File: src/hw/rtl/sfc_pkg.sv
// sfc_pkg: shared types and constants for the sbus frame codec
// holds the command and result transfer structs, opcode and result kind codes
// and the control structs between the sequencer and the shared bit accumulator
package sfc_pkg;

    localparam int NUM_CH      = 16;
    localparam int CH_W        = 11;
    localparam int PAYLOAD_LEN = 22;
    localparam int FRAME_LEN   = 25;
    localparam int ACC_W       = 18;
    localparam int CNT_W       = 5;
    localparam int IDX_W       = 5;

    localparam logic [7:0]      HDR_BYTE  = 8'h0F;
    localparam logic [7:0]      FOOT_BYTE = 8'h00;
    localparam logic [7:0]      FLAG_BYTE = 8'h00;
    localparam logic [15:0]     CH_MAX    = 16'd2047;
    localparam logic [CH_W-1:0] CH_RESET  = 11'd1023;

    localparam logic [IDX_W-1:0] RX_LAST_POS = IDX_W'(FRAME_LEN - 1);
    localparam logic [IDX_W-1:0] TX_BODY_END = IDX_W'(PAYLOAD_LEN);
    localparam logic [IDX_W-1:0] TX_LAST_CNT = IDX_W'(FRAME_LEN - 1);
    localparam logic [IDX_W-1:0] CH_LAST     = IDX_W'(NUM_CH - 1);

    typedef enum logic [1:0] {
        OP_SET  = 2'd0,
        OP_RXB  = 2'd1,
        OP_SEND = 2'd2
    } opcode_t;

    typedef enum logic [1:0] {
        KIND_STATUS = 2'd0,
        KIND_CHAN   = 2'd1,
        KIND_TX     = 2'd2
    } kind_t;

    typedef enum logic [2:0] {
        ACC_HOLD   = 3'd0,
        ACC_CLEAR  = 3'd1,
        ACC_PUSH8  = 3'd2,
        ACC_PUSH11 = 3'd3,
        ACC_POP8   = 3'd4,
        ACC_POP11  = 3'd5
    } acc_op_t;

    typedef struct packed {
        logic [1:0]  opcode;
        logic [3:0]  channel;
        logic [15:0] value;
        logic [7:0]  rx_byte;
    } cmd_t;

    typedef struct packed {
        logic [1:0]      kind;
        logic            status;
        logic [3:0]      channel_index;
        logic [CH_W-1:0] channel_value;
        logic [7:0]      tx_byte;
        logic            last;
    } res_t;

    typedef struct packed {
        acc_op_t         op;
        logic [CH_W-1:0] data;
    } acc_cmd_t;

    typedef struct packed {
        logic [CH_W-1:0]  bits;
        logic [CNT_W-1:0] cnt;
    } acc_stat_t;

endpackage

File: src/hw/rtl/sfc_bitacc.sv
// sfc_bitacc: shared bit accumulator for frame packing and unpacking
// pushes 8 or 11 bits above the held bits and pops 8 or 11 from the bottom
// depends on sfc_pkg
module sfc_bitacc (
    input  logic              clk,
    input  logic              rst_n,
    input  sfc_pkg::acc_cmd_t acc_cmd,
    output sfc_pkg::acc_stat_t acc_stat
);
    import sfc_pkg::*;

    logic [ACC_W-1:0] acc_reg;
    logic [ACC_W-1:0] acc_next;
    logic [CNT_W-1:0] cnt_reg;
    logic [CNT_W-1:0] cnt_next;

    always_comb
    begin
        acc_next = acc_reg;
        cnt_next = cnt_reg;
        case (acc_cmd.op)
            ACC_CLEAR:
            begin
                acc_next = '0;
                cnt_next = '0;
            end
            ACC_PUSH8:
            begin
                acc_next = acc_reg | (ACC_W'(acc_cmd.data[7:0]) << cnt_reg);
                cnt_next = cnt_reg + CNT_W'(8);
            end
            ACC_PUSH11:
            begin
                acc_next = acc_reg | (ACC_W'(acc_cmd.data) << cnt_reg);
                cnt_next = cnt_reg + CNT_W'(CH_W);
            end
            ACC_POP8:
            begin
                acc_next = acc_reg >> 8;
                cnt_next = cnt_reg - CNT_W'(8);
            end
            ACC_POP11:
            begin
                acc_next = acc_reg >> CH_W;
                cnt_next = cnt_reg - CNT_W'(CH_W);
            end
            default:
            begin
                acc_next = acc_reg;
                cnt_next = cnt_reg;
            end
        endcase
    end

    always_ff @(posedge clk)
    begin
        acc_reg <= acc_next;
    end

    always_ff @(posedge clk or negedge rst_n)
    begin
        if (!rst_n)
        begin
            cnt_reg <= '0;
        end
        else
        begin
            cnt_reg <= cnt_next;
        end
    end

    assign acc_stat.bits = acc_reg[CH_W-1:0];
    assign acc_stat.cnt  = cnt_reg;

endmodule

File: src/hw/rtl/sfc_seq.sv
// sfc_seq: command sequencer with the channel store and the receive deframer
// drives the shared bit accumulator and produces one result per emit
// depends on sfc_pkg
module sfc_seq (
    input  logic               clk,
    input  logic               rst_n,
    input  logic               cmd_valid,
    input  sfc_pkg::cmd_t      cmd,
    output logic               cmd_stall,
    input  logic               emit_ok,
    output logic               emit_en,
    output sfc_pkg::res_t      emit_data,
    output sfc_pkg::acc_cmd_t  acc_cmd,
    input  sfc_pkg::acc_stat_t acc_stat
);
    import sfc_pkg::*;

    typedef enum logic [2:0] {
        S_IDLE,
        S_RX_UNPACK,
        S_TX_HDR,
        S_TX_BODY,
        S_TX_TAIL
    } state_t;

    state_t           state_reg;
    state_t           state_next;
    logic [CH_W-1:0]  ch_store_reg [NUM_CH];
    logic [CH_W-1:0]  ch_store_next [NUM_CH];
    logic [7:0]       rx_buf_reg [PAYLOAD_LEN];
    logic [IDX_W-1:0] rx_pos_reg;
    logic [IDX_W-1:0] rx_pos_next;
    logic [IDX_W-1:0] ch_idx_reg;
    logic [IDX_W-1:0] ch_idx_next;
    logic [IDX_W-1:0] byte_idx_reg;
    logic [IDX_W-1:0] byte_idx_next;
    logic [IDX_W-1:0] tx_cnt_reg;
    logic [IDX_W-1:0] tx_cnt_next;
    logic             buf_we;
    logic [IDX_W-1:0] buf_waddr;
    logic             cmd_take;

    assign cmd_stall = (state_reg != S_IDLE) || !emit_ok;
    assign cmd_take  = cmd_valid && !cmd_stall;

    always_comb
    begin
        state_next    = state_reg;
        ch_store_next = ch_store_reg;
        rx_pos_next   = rx_pos_reg;
        ch_idx_next   = ch_idx_reg;
        byte_idx_next = byte_idx_reg;
        tx_cnt_next   = tx_cnt_reg;
        buf_we        = 1'b0;
        buf_waddr     = rx_pos_reg - IDX_W'(1);
        emit_en       = 1'b0;
        emit_data     = '0;
        acc_cmd.op    = ACC_HOLD;
        acc_cmd.data  = '0;
        case (state_reg)
            S_IDLE:
            begin
                if (cmd_take)
                begin
                    case (cmd.opcode)
                        OP_SET:
                        begin
                            emit_en        = 1'b1;
                            emit_data.kind = KIND_STATUS;
                            emit_data.last = 1'b1;
                            if (cmd.value > CH_MAX)
                            begin
                                emit_data.status = 1'b1;
                            end
                            else
                            begin
                                ch_store_next[cmd.channel] = cmd.value[CH_W-1:0];
                            end
                        end
                        OP_RXB:
                        begin
                            if (rx_pos_reg == '0)
                            begin
                                if (cmd.rx_byte == HDR_BYTE)
                                begin
                                    rx_pos_next = IDX_W'(1);
                                end
                            end
                            else if (rx_pos_reg == RX_LAST_POS)
                            begin
                                rx_pos_next = '0;
                                if (cmd.rx_byte == FOOT_BYTE)
                                begin
                                    acc_cmd.op    = ACC_CLEAR;
                                    ch_idx_next   = '0;
                                    byte_idx_next = '0;
                                    state_next    = S_RX_UNPACK;
                                end
                            end
                            else
                            begin
                                // flags byte is not kept
                                buf_we      = (rx_pos_reg <= TX_BODY_END);
                                rx_pos_next = rx_pos_reg + IDX_W'(1);
                            end
                        end
                        OP_SEND:
                        begin
                            acc_cmd.op  = ACC_CLEAR;
                            ch_idx_next = '0;
                            tx_cnt_next = '0;
                            state_next  = S_TX_HDR;
                        end
                        default:
                        begin
                            state_next = S_IDLE;
                        end
                    endcase
                end
            end
            S_RX_UNPACK:
            begin
                if (acc_stat.cnt >= CNT_W'(CH_W))
                begin
                    if (emit_ok)
                    begin
                        emit_en                 = 1'b1;
                        emit_data.kind          = KIND_CHAN;
                        emit_data.channel_index = ch_idx_reg[3:0];
                        emit_data.channel_value = acc_stat.bits;
                        emit_data.last          = (ch_idx_reg == CH_LAST);
                        ch_store_next[ch_idx_reg[3:0]] = acc_stat.bits;
                        acc_cmd.op  = ACC_POP11;
                        ch_idx_next = ch_idx_reg + IDX_W'(1);
                        if (ch_idx_reg == CH_LAST)
                        begin
                            state_next = S_IDLE;
                        end
                    end
                end
                else
                begin
                    acc_cmd.op    = ACC_PUSH8;
                    acc_cmd.data  = CH_W'(rx_buf_reg[byte_idx_reg]);
                    byte_idx_next = byte_idx_reg + IDX_W'(1);
                end
            end
            S_TX_HDR:
            begin
                if (emit_ok)
                begin
                    emit_en           = 1'b1;
                    emit_data.kind    = KIND_TX;
                    emit_data.tx_byte = HDR_BYTE;
                    tx_cnt_next       = tx_cnt_reg + IDX_W'(1);
                    state_next        = S_TX_BODY;
                end
            end
            S_TX_BODY:
            begin
                if (acc_stat.cnt >= CNT_W'(8))
                begin
                    if (emit_ok)
                    begin
                        emit_en           = 1'b1;
                        emit_data.kind    = KIND_TX;
                        emit_data.tx_byte = acc_stat.bits[7:0];
                        acc_cmd.op        = ACC_POP8;
                        tx_cnt_next       = tx_cnt_reg + IDX_W'(1);
                        if (tx_cnt_reg == TX_BODY_END)
                        begin
                            state_next = S_TX_TAIL;
                        end
                    end
                end
                else
                begin
                    acc_cmd.op   = ACC_PUSH11;
                    acc_cmd.data = ch_store_reg[ch_idx_reg[3:0]];
                    ch_idx_next  = ch_idx_reg + IDX_W'(1);
                end
            end
            S_TX_TAIL:
            begin
                if (emit_ok)
                begin
                    emit_en        = 1'b1;
                    emit_data.kind = KIND_TX;
                    // flags byte then footer
                    emit_data.tx_byte = (tx_cnt_reg == TX_LAST_CNT) ? FOOT_BYTE : FLAG_BYTE;
                    emit_data.last    = (tx_cnt_reg == TX_LAST_CNT);
                    tx_cnt_next       = tx_cnt_reg + IDX_W'(1);
                    if (tx_cnt_reg == TX_LAST_CNT)
                    begin
                        state_next = S_IDLE;
                    end
                end
            end
            default:
            begin
                state_next = S_IDLE;
            end
        endcase
    end

    always_ff @(posedge clk or negedge rst_n)
    begin
        if (!rst_n)
        begin
            state_reg    <= S_IDLE;
            rx_pos_reg   <= '0;
            ch_idx_reg   <= '0;
            byte_idx_reg <= '0;
            tx_cnt_reg   <= '0;
            for (int i = 0; i < NUM_CH; i++)
            begin
                ch_store_reg[i] <= CH_RESET;
            end
        end
        else
        begin
            state_reg    <= state_next;
            rx_pos_reg   <= rx_pos_next;
            ch_idx_reg   <= ch_idx_next;
            byte_idx_reg <= byte_idx_next;
            tx_cnt_reg   <= tx_cnt_next;
            ch_store_reg <= ch_store_next;
        end
    end

    always_ff @(posedge clk)
    begin
        if (buf_we)
        begin
            rx_buf_reg[buf_waddr] <= cmd.rx_byte;
        end
    end

endmodule

File: src/hw/rtl/sbus_frame_codec.sv
// sbus_frame_codec: top level of the sbus frame codec
// joins the sequencer, the shared bit accumulator and the result register
// depends on sfc_pkg, sfc_bitacc and sfc_seq
//
// usage: commands arrive on cmd (cmd_valid / cmd_stall), results leave on
// res (res_valid / res_stall); a transfer happens when valid is high and
// stall is low. a set-channel command gives one status result, registered
// in the cycle after its transfer. a received byte gives no result except
// the footer of a good frame, which starts an unpack of 22 byte loads and
// 16 channel results in the accumulator. a send command gives a header,
// 16 channel loads with 22 byte results, flags and footer. the bit
// accumulator is shared by packing and unpacking; one command is worked
// on at a time and cmd_stall is high until its last result is in the
// result register. the next command is taken in a cycle where the result
// register is empty or its result is transferred; a held result keeps
// cmd_stall high. a stalled receiver freezes the sequence without loss.
// reset sets all channels to 1023, puts the deframer back to header
// hunting and empties the result register.
module sbus_frame_codec (
    input  logic          clk,
    input  logic          rst_n,
    input  logic          cmd_valid,
    output logic          cmd_stall,
    input  sfc_pkg::cmd_t cmd,
    output logic          res_valid,
    input  logic          res_stall,
    output sfc_pkg::res_t res
);
    import sfc_pkg::*;

    acc_cmd_t  acc_cmd;
    acc_stat_t acc_stat;
    logic      emit_ok;
    logic      emit_en;
    res_t      emit_data;
    logic      res_valid_reg;
    res_t      res_reg;

    assign emit_ok = !res_valid_reg || !res_stall;

    sfc_bitacc u_bitacc (
        .clk      (clk),
        .rst_n    (rst_n),
        .acc_cmd  (acc_cmd),
        .acc_stat (acc_stat)
    );

    sfc_seq u_seq (
        .clk       (clk),
        .rst_n     (rst_n),
        .cmd_valid (cmd_valid),
        .cmd       (cmd),
        .cmd_stall (cmd_stall),
        .emit_ok   (emit_ok),
        .emit_en   (emit_en),
        .emit_data (emit_data),
        .acc_cmd   (acc_cmd),
        .acc_stat  (acc_stat)
    );

    always_ff @(posedge clk or negedge rst_n)
    begin
        if (!rst_n)
        begin
            res_valid_reg <= 1'b0;
        end
        else if (emit_en)
        begin
            res_valid_reg <= 1'b1;
        end
        else if (!res_stall)
        begin
            res_valid_reg <= 1'b0;
        end
    end

    always_ff @(posedge clk)
    begin
        if (emit_en)
        begin
            res_reg <= emit_data;
        end
    end

    assign res_valid = res_valid_reg;
    assign res       = res_reg;

    a_no_overwrite: assert property (@(posedge clk) disable iff (!rst_n)
        !(emit_en && res_valid_reg && res_stall))
        else $error("result register overwritten while stalled");

    a_acc_bound: assert property (@(posedge clk) disable iff (!rst_n)
        acc_stat.cnt <= CNT_W'(ACC_W))
        else $error("bit accumulator overfilled");

    a_chan_last: assert property (@(posedge clk) disable iff (!rst_n)
        (res_valid && res.kind == KIND_CHAN) |-> (res.last == (res.channel_index == 4'd15)))
        else $error("channel result last flag out of place");

    a_footer: assert property (@(posedge clk) disable iff (!rst_n)
        (res_valid && res.kind == KIND_TX && res.last) |-> (res.tx_byte == FOOT_BYTE))
        else $error("frame does not end in footer");

    a_busy_stall: assert property (@(posedge clk) disable iff (!rst_n)
        (cmd_valid && !cmd_stall && cmd.opcode == OP_SEND) |=> cmd_stall)
        else $error("command taken during send");

endmodule
File: config.mk
export PLATFORM = sky130hd
export DESIGN_NAME = sbus_frame_codec
export DESIGN_NICKNAME = d
export VERILOG_FILES = /design/src/hw/rtl/sfc_pkg.sv /design/src/hw/rtl/sfc_bitacc.sv /design/src/hw/rtl/sfc_seq.sv /design/src/hw/rtl/sbus_frame_codec.sv
export SDC_FILE = /design/constraint.sdc
export NUM_CORES = 1
export LEC_CHECK = 0
export ABC_AREA = 1
export BUFFER_PORTS_ARGS = -buffer_cell sky130_fd_sc_hd__buf_4
export CAP_MARGIN = 20
export CORE_MARGIN = 8
export CORE_UTILIZATION = 50
export CTS_CLUSTER_DIAMETER = 80
export DETAILED_ROUTE_END_ITERATION = 10
export HOLD_SLACK_MARGIN = 0.12
export PLACE_DENSITY = 0.67
export RECOVER_POWER = 25
export SLEW_MARGIN = 20
export SYNTH_ARGS = -nofsm -noshare
export SYNTH_HDL_FRONTEND = slang
export SYNTH_SLANG_ARGS = --single-unit
File: constraint.sdc
create_clock -name clk -period 2.85 [get_ports clk]
set_input_delay 0.57 -clock clk [delete_from_list [all_inputs] [get_ports clk]]
set_output_delay 0.57 -clock clk [all_outputs]
set_load 0.02 [all_outputs]
# Yosys cells after proc, flatten, opt, wreduce, memory -nomap -nowiden

Memories as Yosys holds them, arrays and structs flattened.
Index checks and enable logic that the tools add are counted.
W data, S select, Z words.

Equality and inequality tests: 42
Reductions and logical operators: 27
Order comparisons: 8
Add/sub/neg operators: 9
Shifts and indexed selects: 2
Bitwise logic cells: 4
Muxes and demuxes: 97

Operator list:

| kind                   | count |
|---|---|
| $mux W176              | 5 |
| $bwmux W176            | 2 |
| $pmux W176 S2          | 1 |
| $pmux W18 S5           | 1 |
| $demux W11 S4          | 2 |
| $mux W5                | 17 |
| $mux W3                | 21 |
| $mux W11               | 5 |
| $bmux W11 S4           | 1 |
| $or A18 B18 Y18        | 2 |
| $pmux W5 S3            | 2 |
| $ne A2 B1 Y1 const B   | 13 |
| $pmux W5 S5            | 1 |
| $mux W8                | 3 |
| $pmux W8 S3            | 1 |
| $pmux W11 S2           | 1 |
| $mux W1                | 21 |
| $add A5 B1 Y5 const B  | 4 |
| $pmux W5 S2            | 2 |
| $ne A2 B2 Y1 const B   | 9 |
| $pmux W3 S3            | 2 |
| $shl A11 B5 Y18        | 1 |
| $shl A8 B5 Y18         | 1 |
| $gt A16 B11 Y1 const B | 1 |
| other kinds (42)       | 70 |

Register bits after elaboration: 250
Memories kept: 1
Output and inout bits: 29
Input bits: 34
Bits in writable memories: 176

Memories:

| memory           | depth | width | read ports | clocked after Yosys merged registers in | write ports | RTL line      | source |
|---|---|---|---|---|---|---|---|
| u_seq.rx_buf_reg | 22    | 8     | 1          | 0                                       | 1           | sfc_seq.sv:30 | `logic [7:0] rx_buf_reg [PAYLOAD_LEN];` |

# Depth between registers and ports, before layout

Gate-level depths: netlist of the first run.

Depth in word-level cells: 10
Mapped depth: 20
Depth with buffers taken out: 18

# By module

From an unflattened synthesis of the first run, not the netlist that was laid out.

Cells, all modules: 2641
Area, all modules: 22763.1 µm²

Modules (own cells, without submodules):

| module           | cells an instance | area each (µm²) | instances |
|---|---|---|---|
| sfc_seq          | 2335              | 19995.4         | 1 |
| sfc_bitacc       | 275               | 1915.6          | 1 |
| sbus_frame_codec | 31                | 852.1           | 1 |

# Worst setup path after synthesis of the first run

No wires, ideal clock.

Path type: register -> register
Start: register u_bitacc.cnt_reg[1]
End: register res_reg, in the netlist res[0] (enable)
Path slack: -164 ps
Arrival: 2498 ps
Buffers on the path: 2
Library setup time: 516 ps
Required time: 2334 ps
Cell stages (with the launch flop): 13
Cells stage by stage: dfrtp_1 -> inv_2 -> clkbuf_1 -> ha_1 -> nand3_1 -> nand2_1 -> nor2_1 -> buf_2 -> nor3_1 -> nand2_1 -> nor2_1 -> inv_1 -> nand3_1

Longest elaborated chain between the ends: 3
Elaborated cells between the ends (all ways): 5
Those cells by class: order compare: 2; mux: 3

RTL lines:

| element                         | RTL line                       | source |
|---|---|---|
| start: declaration              | sfc_bitacc.sv:14               | `logic [CNT_W-1:0] cnt_reg;` |
| start signal: assignment        | sfc_bitacc.sv:68               | `cnt_reg <= cnt_next;` |
| $ge A5 B4 Y1 (on tied branches) | sfc_seq.sv:161, sfc_seq.sv:123 |  |
| $mux W1 (on tied branches)      | sfc_seq.sv:161, sfc_seq.sv:123 |  |
| $pmux W1 S4 (*)                 | sfc_seq.sv:60                  | `case (state_reg)` |
| via emit_en                     | sbus_frame_codec.sv:34         | `logic emit_en;` |
| end signal: assignment          | sbus_frame_codec.sv:81         | `res_reg <= emit_data;` |
| end: declaration                | sbus_frame_codec.sv:37         | `res_t res_reg;` |

Mark *: on every way through the listed nets, which the timed path passes. The rest lies on a longest branch.
A chain may end at the register's enable or synchronous reset.

# Final worst setup path of the first run

Start: register u_seq.ch_idx_reg[0]
End: register u_bitacc.acc_reg[5], data pin

Longest elaborated chain between the ends: 9
Elaborated cells between the ends (all ways): 11
Those cells by class: shift: 2; mux: 6; bitwise: 3

RTL lines:

| element                                           | RTL line                           | source |
|---|---|---|
| start: declaration                                | sfc_seq.sv:33                      | `logic [IDX_W-1:0] ch_idx_reg;` |
| start signal: assignment                          | sfc_seq.sv:224                     | `ch_idx_reg <= ch_idx_next;` |
| $not A4 Y5 (implied by the code) (*)              | sfc_seq.sv:179                     | `acc_cmd.data = ch_store_reg[ch_idx_reg[3:0]];` |
| $bmux W11 S4 (*)                                  | sfc_seq.sv:179                     |  |
| $mux W11 (implied by the code) (*) (2 in series)  | sfc_seq.sv:179                     |  |
| $mux W11 (*)                                      | sfc_seq.sv:161                     | `if (acc_stat.cnt >= CNT_W'(8))` |
| $pmux W11 S2 (*)                                  | sfc_seq.sv:60                      |  |
| $shl A11 B5 Y18 or $shl A8 B5 Y18 (tied branches) | sfc_bitacc.sv:34, sfc_bitacc.sv:29 |  |
| $or A18 B18 Y18 (on tied branches)                | sfc_bitacc.sv:34, sfc_bitacc.sv:29 |  |
| $pmux W18 S5 (*)                                  | sfc_bitacc.sv:21                   | `case (acc_cmd.op)` |
| end signal: assignment                            | sfc_bitacc.sv:57                   | `acc_reg <= acc_next;` |
| end: declaration                                  | sfc_bitacc.sv:12                   | `logic [ACC_W-1:0] acc_reg;` |

Every way passes the cells marked *; elsewhere a longest branch is shown, timed or not. The select of a mux whose other input is x is not followed.

==> results of run 1 <==
-- cells in the mapped netlist, drive strengths merged, types with 2 or more instances --
cell,number,area share
o21ai,243,0.067
xor2,7,0.0026
a31oi,2,0.00054
nand3,193,0.042
buf,63,0.019
or2,10,0.0027
dfrtp,45,0.048
a2111oi,3,0.0011
clkinv,7,0.0012
ha,25,0.013
edfxtp,221,0.29
o32ai,5,0.0019
nand4,12,0.0032
o22ai,177,0.048
nor3b,7,0.0023
o221ai,4,0.0015
nor3,13,0.0033
dfstp,160,0.18
a21oi,69,0.015
clkbuf,106,0.017
nand2,819,0.14
nor2,199,0.034
mux2,8,0.0039
inv,292,0.047
o211ai,15,0.0051
a211oi,12,0.0097
-- through the flow --
step | instance area [µm²] | utilization
finish | 26700 | 0.579
floorplan | 23200 | -
global placement | 25000 | 0.541
detailed placement | 25000 | 0.541
CTS | 26700 | 0.578
global route | 26700 | 0.579
-- power groups by stage --
stage / sequential [mW] / clock (mW) / combinational [mW]
6_report: 9.78 / 6.57 / 11.6
5_1_grt: 9.96 / 6.90 / 12.7
3_3_place_gp: 9.82 / 0 / 11.1
4_1_cts: 9.77 / 6.68 / 11.4
3_5_place_dp: 9.88 / 0 / 11.3
2_1_floorplan: 9.82 / 0 / 7.41
-- critical path, delay by kind of cell (launching register included) --
family          cells  cell delay [ps]
compound gates      3              540
simple gates       10              830
flops               1              470
buf+inv             3              610
-- final timing paths --
path | from | endpoint | slack [ps] | depth (start not counted)
setup / recovery | u_seq.ch_idx_reg[0]$_DFFE_PN0P_ | u_bitacc.acc_reg[5]$_SDFFCE_PN0P_ | 150 | 16
max in group asynchronous | rst_n | u_seq.ch_store_reg[98]$_DFFE_PN0P_ | 560 | 2
min in group asynchronous | rst_n | u_seq.ch_store_reg[164]$_DFFE_PN0P_ | 1110 | 2
setup reg to reg | u_seq.ch_idx_reg[0]$_DFFE_PN0P_ | u_bitacc.acc_reg[5]$_SDFFCE_PN0P_ | 150 | 16
hold reg to reg | u_seq.ch_store_reg[3]$_DFFE_PN1P_ | u_seq.ch_store_reg[3]$_DFFE_PN1P_ | 470 | 2
hold / removal | cmd[17] | u_seq.ch_store_reg[31]$_DFFE_PN1P_ | 310 | 5
-- layer usage --
metal,routed length [µm],vias up
li1,-,9232
met1,28400,9553
met2,32400,845
met3,5170,184
met4,2990,0
met5,0,-
-- area by class of cell --
class / instances / area share
clock buffers: 64 / 0.0479
clock inverters: 26 / 0.0153
inverters: 299 / 0.0424
multi-input cells: 1828 / 0.348
flip-flops and latches: 426 / 0.448
well taps: 607 / 0.0284
repair buffers: 208 / 0.0700
-- layout by cell type (no fill, tap or decap), types with 92 or more instances in the layout --
cell / n
o21ai_0: 131
edfxtp_1: 221
dfstp_2: 160
nand2_1: 727
nand2_2: 92
buf_4: 163
nand3_1: 190
inv_1: 279
o22ai_1: 177
nor2_1: 193
-- cells by family (layout without fill, tap and decap cells) --
family,after synthesis,after routing,synth area share
AO/OA/AOI/OAI,533,533,0.150
XOR/XNOR,8,8,0.00302
adder cells (fa/ha/maj),25,25,0.0135
buffers and inverters,468,597,0.0845
flip-flops,426,426,0.515
multiplexers,8,8,0.00388
AND/OR/NAND/NOR,1254,1254,0.230
-- what timing repair did --
action	4_1_cts	5_1_grt
setup endpoints to repair	0	18
endpoints found under the hold margin	7	0
gates resized for setup	0	10
setup buffers	0	1
hold buffers	1	0
==> results.md, run 1 <==
* Max cap viols at 1
* Leading register cell type out of synthesis: edfxtp_1
* Switching power at 11.2 mW
* Total of buffers placed on input and output ports at 62
* Switching power share of the total at 0.401
* Number of iterations in the first detailed-routing pass at 5
* Number of DRC violations after detailed-routing iteration 0 at 1,902
* Instance count of the mapped netlist at 2,722
* Setup-violating endpoint count in the final report at 0
* Proportion of synthesized flip-flops having asynchronous set or reset at 0.481
* Global routing usage on met3 at 0.0432
* Antenna violations before repair at 0
* Worst setup slack after placement at 75.5 ps
* Clock network power share at 0.235
* Last weighted congestion value of the routability-driven placer at 0.954
* Post-synthesis instance area at 23,200 µm²
* Slew @ Worst Pin at 2040 ps
* Leak Pwr at 11.2 nW
* Relative contribution of sequential cells to total power at 0.350
* WP data required at 3190 ps
* Fin Clk Skew at 51.4 ps
* Total Die Area at 53,600 µm²
* # DRC at 0
* Avg Synthesized Cell Area at 8.53 µm²
* Crit path top cell by count: nand2_1
* TritonCTS buffer count at 48
* Worst-path maximum fanout at 26
* Number of slew-limit violations in the final report at 76
* Max incr delay on CP at 470 ps
* Final HPWL DP at 45,600 µm
* H-Tree Level Count at 2
* YS warnings at 0
* Maximum buffer depth of the clock tree at 3
* Post-route worst hold slack at 313 ps
* GR Util All Layers at 0.250
* Outcome: complete, but fails checks
* Kind of end point of the critical path: register
* Clock tree from TritonCTS: yes
* Synthesized Nets at 2,781
* Kind of start point of the critical path: register
* Setup ws final at 148 ps
* Layout net count at 2,870
* Initial cell density of the core at 0.503
* Number of distinct library cells after synthesis at 47
* Via count of the first global-routing pass at 19,300
* Final hold violation count at 0
* Largest net degree at the start of global routing at 79
* Total internal power at 16.7 mW
* Part of the Yosys area used for sequential elements at 0.515
* Detail-routed via count per cell at 5.73
* Layout filler cell count at 4,060
* Critical-path top delay cell: dfrtp_2
* Count of nets left with antenna violations after detail routing at 0
* Ports placed on the boundary at 63
* Number of non-filler instances in the completed layout at 3,458
* Clock latency at the later pin of the worst-skew pair at 620 ps
* EDFF count, synth at 221
* Die boundary height at 232 µm
* Number of diodes added for antenna fixing at 0
* Maximum operating frequency at 370 MHz
* Worst vdd ir at 0.000747 V
* Total negative setup slack at 0 ps
* Total vias in the final route at 19,800
* Sequence of cells on the critical path: buf_6 > nand2_1 > nand3_1 > nand2_1 > nand2_1 > nand2_1 > o21ai_0 > buf_4 > nand3_1 > nand2_1 > nor2_1 > o21ai_0 > buf_4 > o21ai_0 > nand2_1 > nand2_1
* Clock Pin Slew Worst Setup and Hold Paths at 70 ps
* Type of the worst setup path: reg -> reg
* Cell Count Post-Placement at 3,364
* Count of standard-cell rows at 79
* Relative slew slack at -0.357
* Power density relative to cell area at 1040 nW/µm²
* Multi-input logic area at 9310 µm²
* Cell at the root of the clock tree: clkbuf_16
* Final critical delay including setup and external delays at 2700 ps
* Wire length of the first global-routing pass at 107,000 µm
* Met2 track demand over resource at 0.400
* DIE WIDTH at 232 µm
* Global route total overflow at 0
* Fraction of final layout cells sized beyond drive strength 1 at 0.236
* Final Routed Wirelength at 68,900 µm
* Final Cycle Share at 0.948
* Part of the power in combinational logic at 0.414
* Violated checks: capacitance limit, slew limit
* Busiest layer in global routing: met2
* Area added between synthesis and finish at 15.1%
* CTS Sinks at 426
* Met1 demand-to-capacity share in global routing at 0.332
* Yosys reg bits at 426
* Worst min path class: in -> reg
* Core area at 46,200 µm²
* Data arrival time of the worst path at 3040 ps
* Average wire per cell in the routed design at 19.9 µm
* Footprint of the flip-flops and latches at 12,000 µm²
* Total power after layout at 27.9 mW
Power figures use the tool's default switching activity.
==> inputs of run 2 (changes only) <==
--- a/config.mk
+++ b/config.mk
@@ -7,9 +7,10 @@
 export LEC_CHECK = 0
 export ABC_AREA = 1
 export BUFFER_PORTS_ARGS = -buffer_cell sky130_fd_sc_hd__buf_4
-export CAP_MARGIN = 20
+export CAP_MARGIN = 10
 export CORE_MARGIN = 8
 export CORE_UTILIZATION = 50
+export CTS_BUF_LIST = sky130_fd_sc_hd__clkbuf_4 sky130_fd_sc_hd__clkbuf_8
 export CTS_CLUSTER_DIAMETER = 80
 export DETAILED_ROUTE_END_ITERATION = 10
 export HOLD_SLACK_MARGIN = 0.12
==> results.md, run 2 (synthesis results as in run 1) <==
* Outcome: complete, but fails checks
* Violated checks: capacitance limit, slew limit
* Worst vdd ir at 0.000615 V
* Wire length of the first global-routing pass at 107,000 µm
* Data arrival time of the worst path at 3090 ps
* Clock latency at the later pin of the worst-skew pair at 660 ps
* Multi-input logic area at 9310 µm²
* Cell Count Post-Placement at 3,364
* H-Tree Level Count at 3
* Area added between synthesis and finish at 14.1%
* Final cell area excluding filler cells at 26,500 µm²
* Setup-violating endpoint count in the final report at 0
* Switching power at 11.1 mW
* Most common library cell in the layout ignoring fill and taps: nand2_1
* Via count of the first global-routing pass at 19,600
* Layout filler cell count at 4,128
* Clock tree from TritonCTS: yes
* Worst-path maximum fanout at 26
* Max cap viols at 1
* Kind of start point of the critical path: register
* Total Die Area at 53,600 µm²
* Clock network power share at 0.208
* Uppermost layer routed: met4
* Part of the power in combinational logic at 0.429
* Fin Clk Skew at 35.3 ps
* Kind of end point of the critical path: register
* Worst min path class: in -> reg
* Final Cycle Share at 0.944
* Maximum buffer depth of the clock tree at 3
* # DRC at 0
* Core area at 46,200 µm²
* Final critical delay including setup and external delays at 2690 ps
* Count of standard-cell rows at 79
* Final HPWL DP at 45,600 µm
* Utilization after layout at 0.574
* Final Routed Wirelength at 69,100 µm
* Count of nets left with antenna violations after detail routing at 0
* Commonest cells after routing, fill and taps aside: nand2_1, inv_1, edfxtp_1
* Die boundary height at 232 µm
* Max incr delay on CP at 480 ps
* Ports placed on the boundary at 63
* Layout net count at 2,897
* Number of slew-limit violations in the final report at 76
* WP data required at 3250 ps
* Cell at the root of the clock tree: clkbuf_8
* CTS Sinks at 426
* Crit path top cell by count: nand2_1
* Routed met3 length at 5030 µm
* GR Util All Layers at 0.252
* Type of the worst setup path: reg -> reg
* Detail-routed via count per cell at 5.67
* DIE WIDTH at 232 µm
* Number of iterations in the first detailed-routing pass at 6
* Number of diodes added for antenna fixing at 0
* Average wire per cell in the routed design at 19.7 µm
* Number of non-filler instances in the completed layout at 3,498
* Clock Pin Slew Worst Setup and Hold Paths at 60 ps
* Relative contribution of sequential cells to total power at 0.363
* Initial cell density of the core at 0.503
* Critical-path top delay cell: dfrtp_2
* Final hold violation count at 0
* Power density relative to cell area at 1020 nW/µm²
* Last weighted congestion value of the routability-driven placer at 0.954
* Number of DRC violations after detailed-routing iteration 0 at 2,021
* Leak Pwr at 11.2 nW
* Routed metal-1 wirelength at 28,700 µm
* Placed cell areas at 25,000 µm²
* Footprint of the flip-flops and latches at 12,000 µm²
* Largest net degree at the start of global routing at 79
* Fraction of final layout cells sized beyond drive strength 1 at 0.248
* Antenna violations before repair at 0
* TritonCTS buffer count at 75
* Met2 layer wire length in the routed design at 32,000 µm
* Global route total overflow at 0
* Slew @ Worst Pin at 2050 ps
* Total vias in the final route at 19,800
* Sequence of cells on the critical path: buf_6 > nand2_1 > nand3_1 > nand2_1 > nand2_1 > nand2_1 > o21ai_0 > buf_4 > nand3_1 > nand2_1 > nor2_1 > o21ai_0 > buf_4 > nand2_1 > nand2_1 > a21oi_1
* Maximum operating frequency at 372 MHz
* Total of buffers placed on input and output ports at 62
* Relative slew slack at -0.368
* Switching power share of the total at 0.413
* Total internal power at 15.8 mW
==> run 2: changes by cell type in the layout (fill, tap and decap cells not counted) <==
cell and change:
clkinv_2 -3, clkbuf_8 +77, bufinv_16 -7, inv_1 +1, clkinvlp_4 +1, inv_6 +2
clkbuf_16 -48, clkinv_4 -1, clkinv_1 +7, clkbuf_4 +26, clkinv_16 -3, clkbuf_1 -14
clkinv_8 +2
==> run 2: final cells by class <==
cell class | instances | share of cell area
sequential | 426 | 0.452
tap | 607 | 0.0287
clock buffer | 105 | 0.0484
timing repair buffer | 208 | 0.0706
multi-input combinational | 1828 | 0.351
inverter | 299 | 0.0426
clock inverter | 25 | 0.00666
==> run 2: worst max-delay path: cells and delay by family, from the launching register on <==
kind	cells	cell delay, ps
buf+inv	3	610
simple gates	10	780
compound gates	3	540
flops	1	480
==> run 2: final timing paths <==
kind	startpoint	to	slack [ps]	depth (start not counted)
setup / recovery	u_seq.ch_idx_reg[0]$_DFFE_PN0P_	u_bitacc.acc_reg[13]$_SDFFCE_PN0P_	160	16
hold / removal	cmd[10]	u_seq.ch_store_reg[24]$_DFFE_PN1P_	280	5
setup reg to reg	u_seq.ch_idx_reg[0]$_DFFE_PN0P_	u_bitacc.acc_reg[13]$_SDFFCE_PN0P_	160	16
hold reg to reg	u_seq.ch_store_reg[3]$_DFFE_PN1P_	u_seq.ch_store_reg[3]$_DFFE_PN1P_	470	2
max in group asynchronous	rst_n	u_seq.ch_store_reg[142]$_DFFE_PN0P_	600	2
min in group asynchronous	rst_n	u_seq.ch_store_reg[120]$_DFFE_PN0P_	1060	2
==> run 2: metrics by stage <==
stage / setup TNS (ps) / hold slack, ps / total power [mW] / setup slack, ps
after floorplan: 0 / 274 / 17.2 / 145
after global placement: 0 / 459 / 20.9 / 105
after detailed placement: 0 / 464 / 21.2 / 75.5
after CTS: 0 / 231 / 26.8 / 56.9
after global routing: -28.6 / 255 / 28.6 / -21.2
final: 0 / 284 / 26.9 / 160
==> run 2: timing repair <==
action | in CTS | in global routing
resized for setup | 0 | 9
endpoints found under the hold margin | 7 | 0
hold buffers | 1 | 0
buffers inserted | 0 | 1
endpoints found under the setup margin | 0 | 17
==> run 2: power by group through the flow <==
stage	clock network (mW)	logic [mW]	registers (mW)
after floorplan	0	7.41	9.82
after global placement	0	11.1	9.82
after detailed placement	0	11.3	9.88
after CTS	5.69	11.4	9.77
after global routing	5.95	12.7	9.96
final	5.59	11.5	9.78
==> run 2: routing by layer <==
metal | vias to the layer above | track usage
met5 | - | 0
met4 | 0 | 0.128
met3 | 217 | 0.0476
met2 | 842 | 0.398
met1 | 9477 | 0.330
li1 | 9287 | -
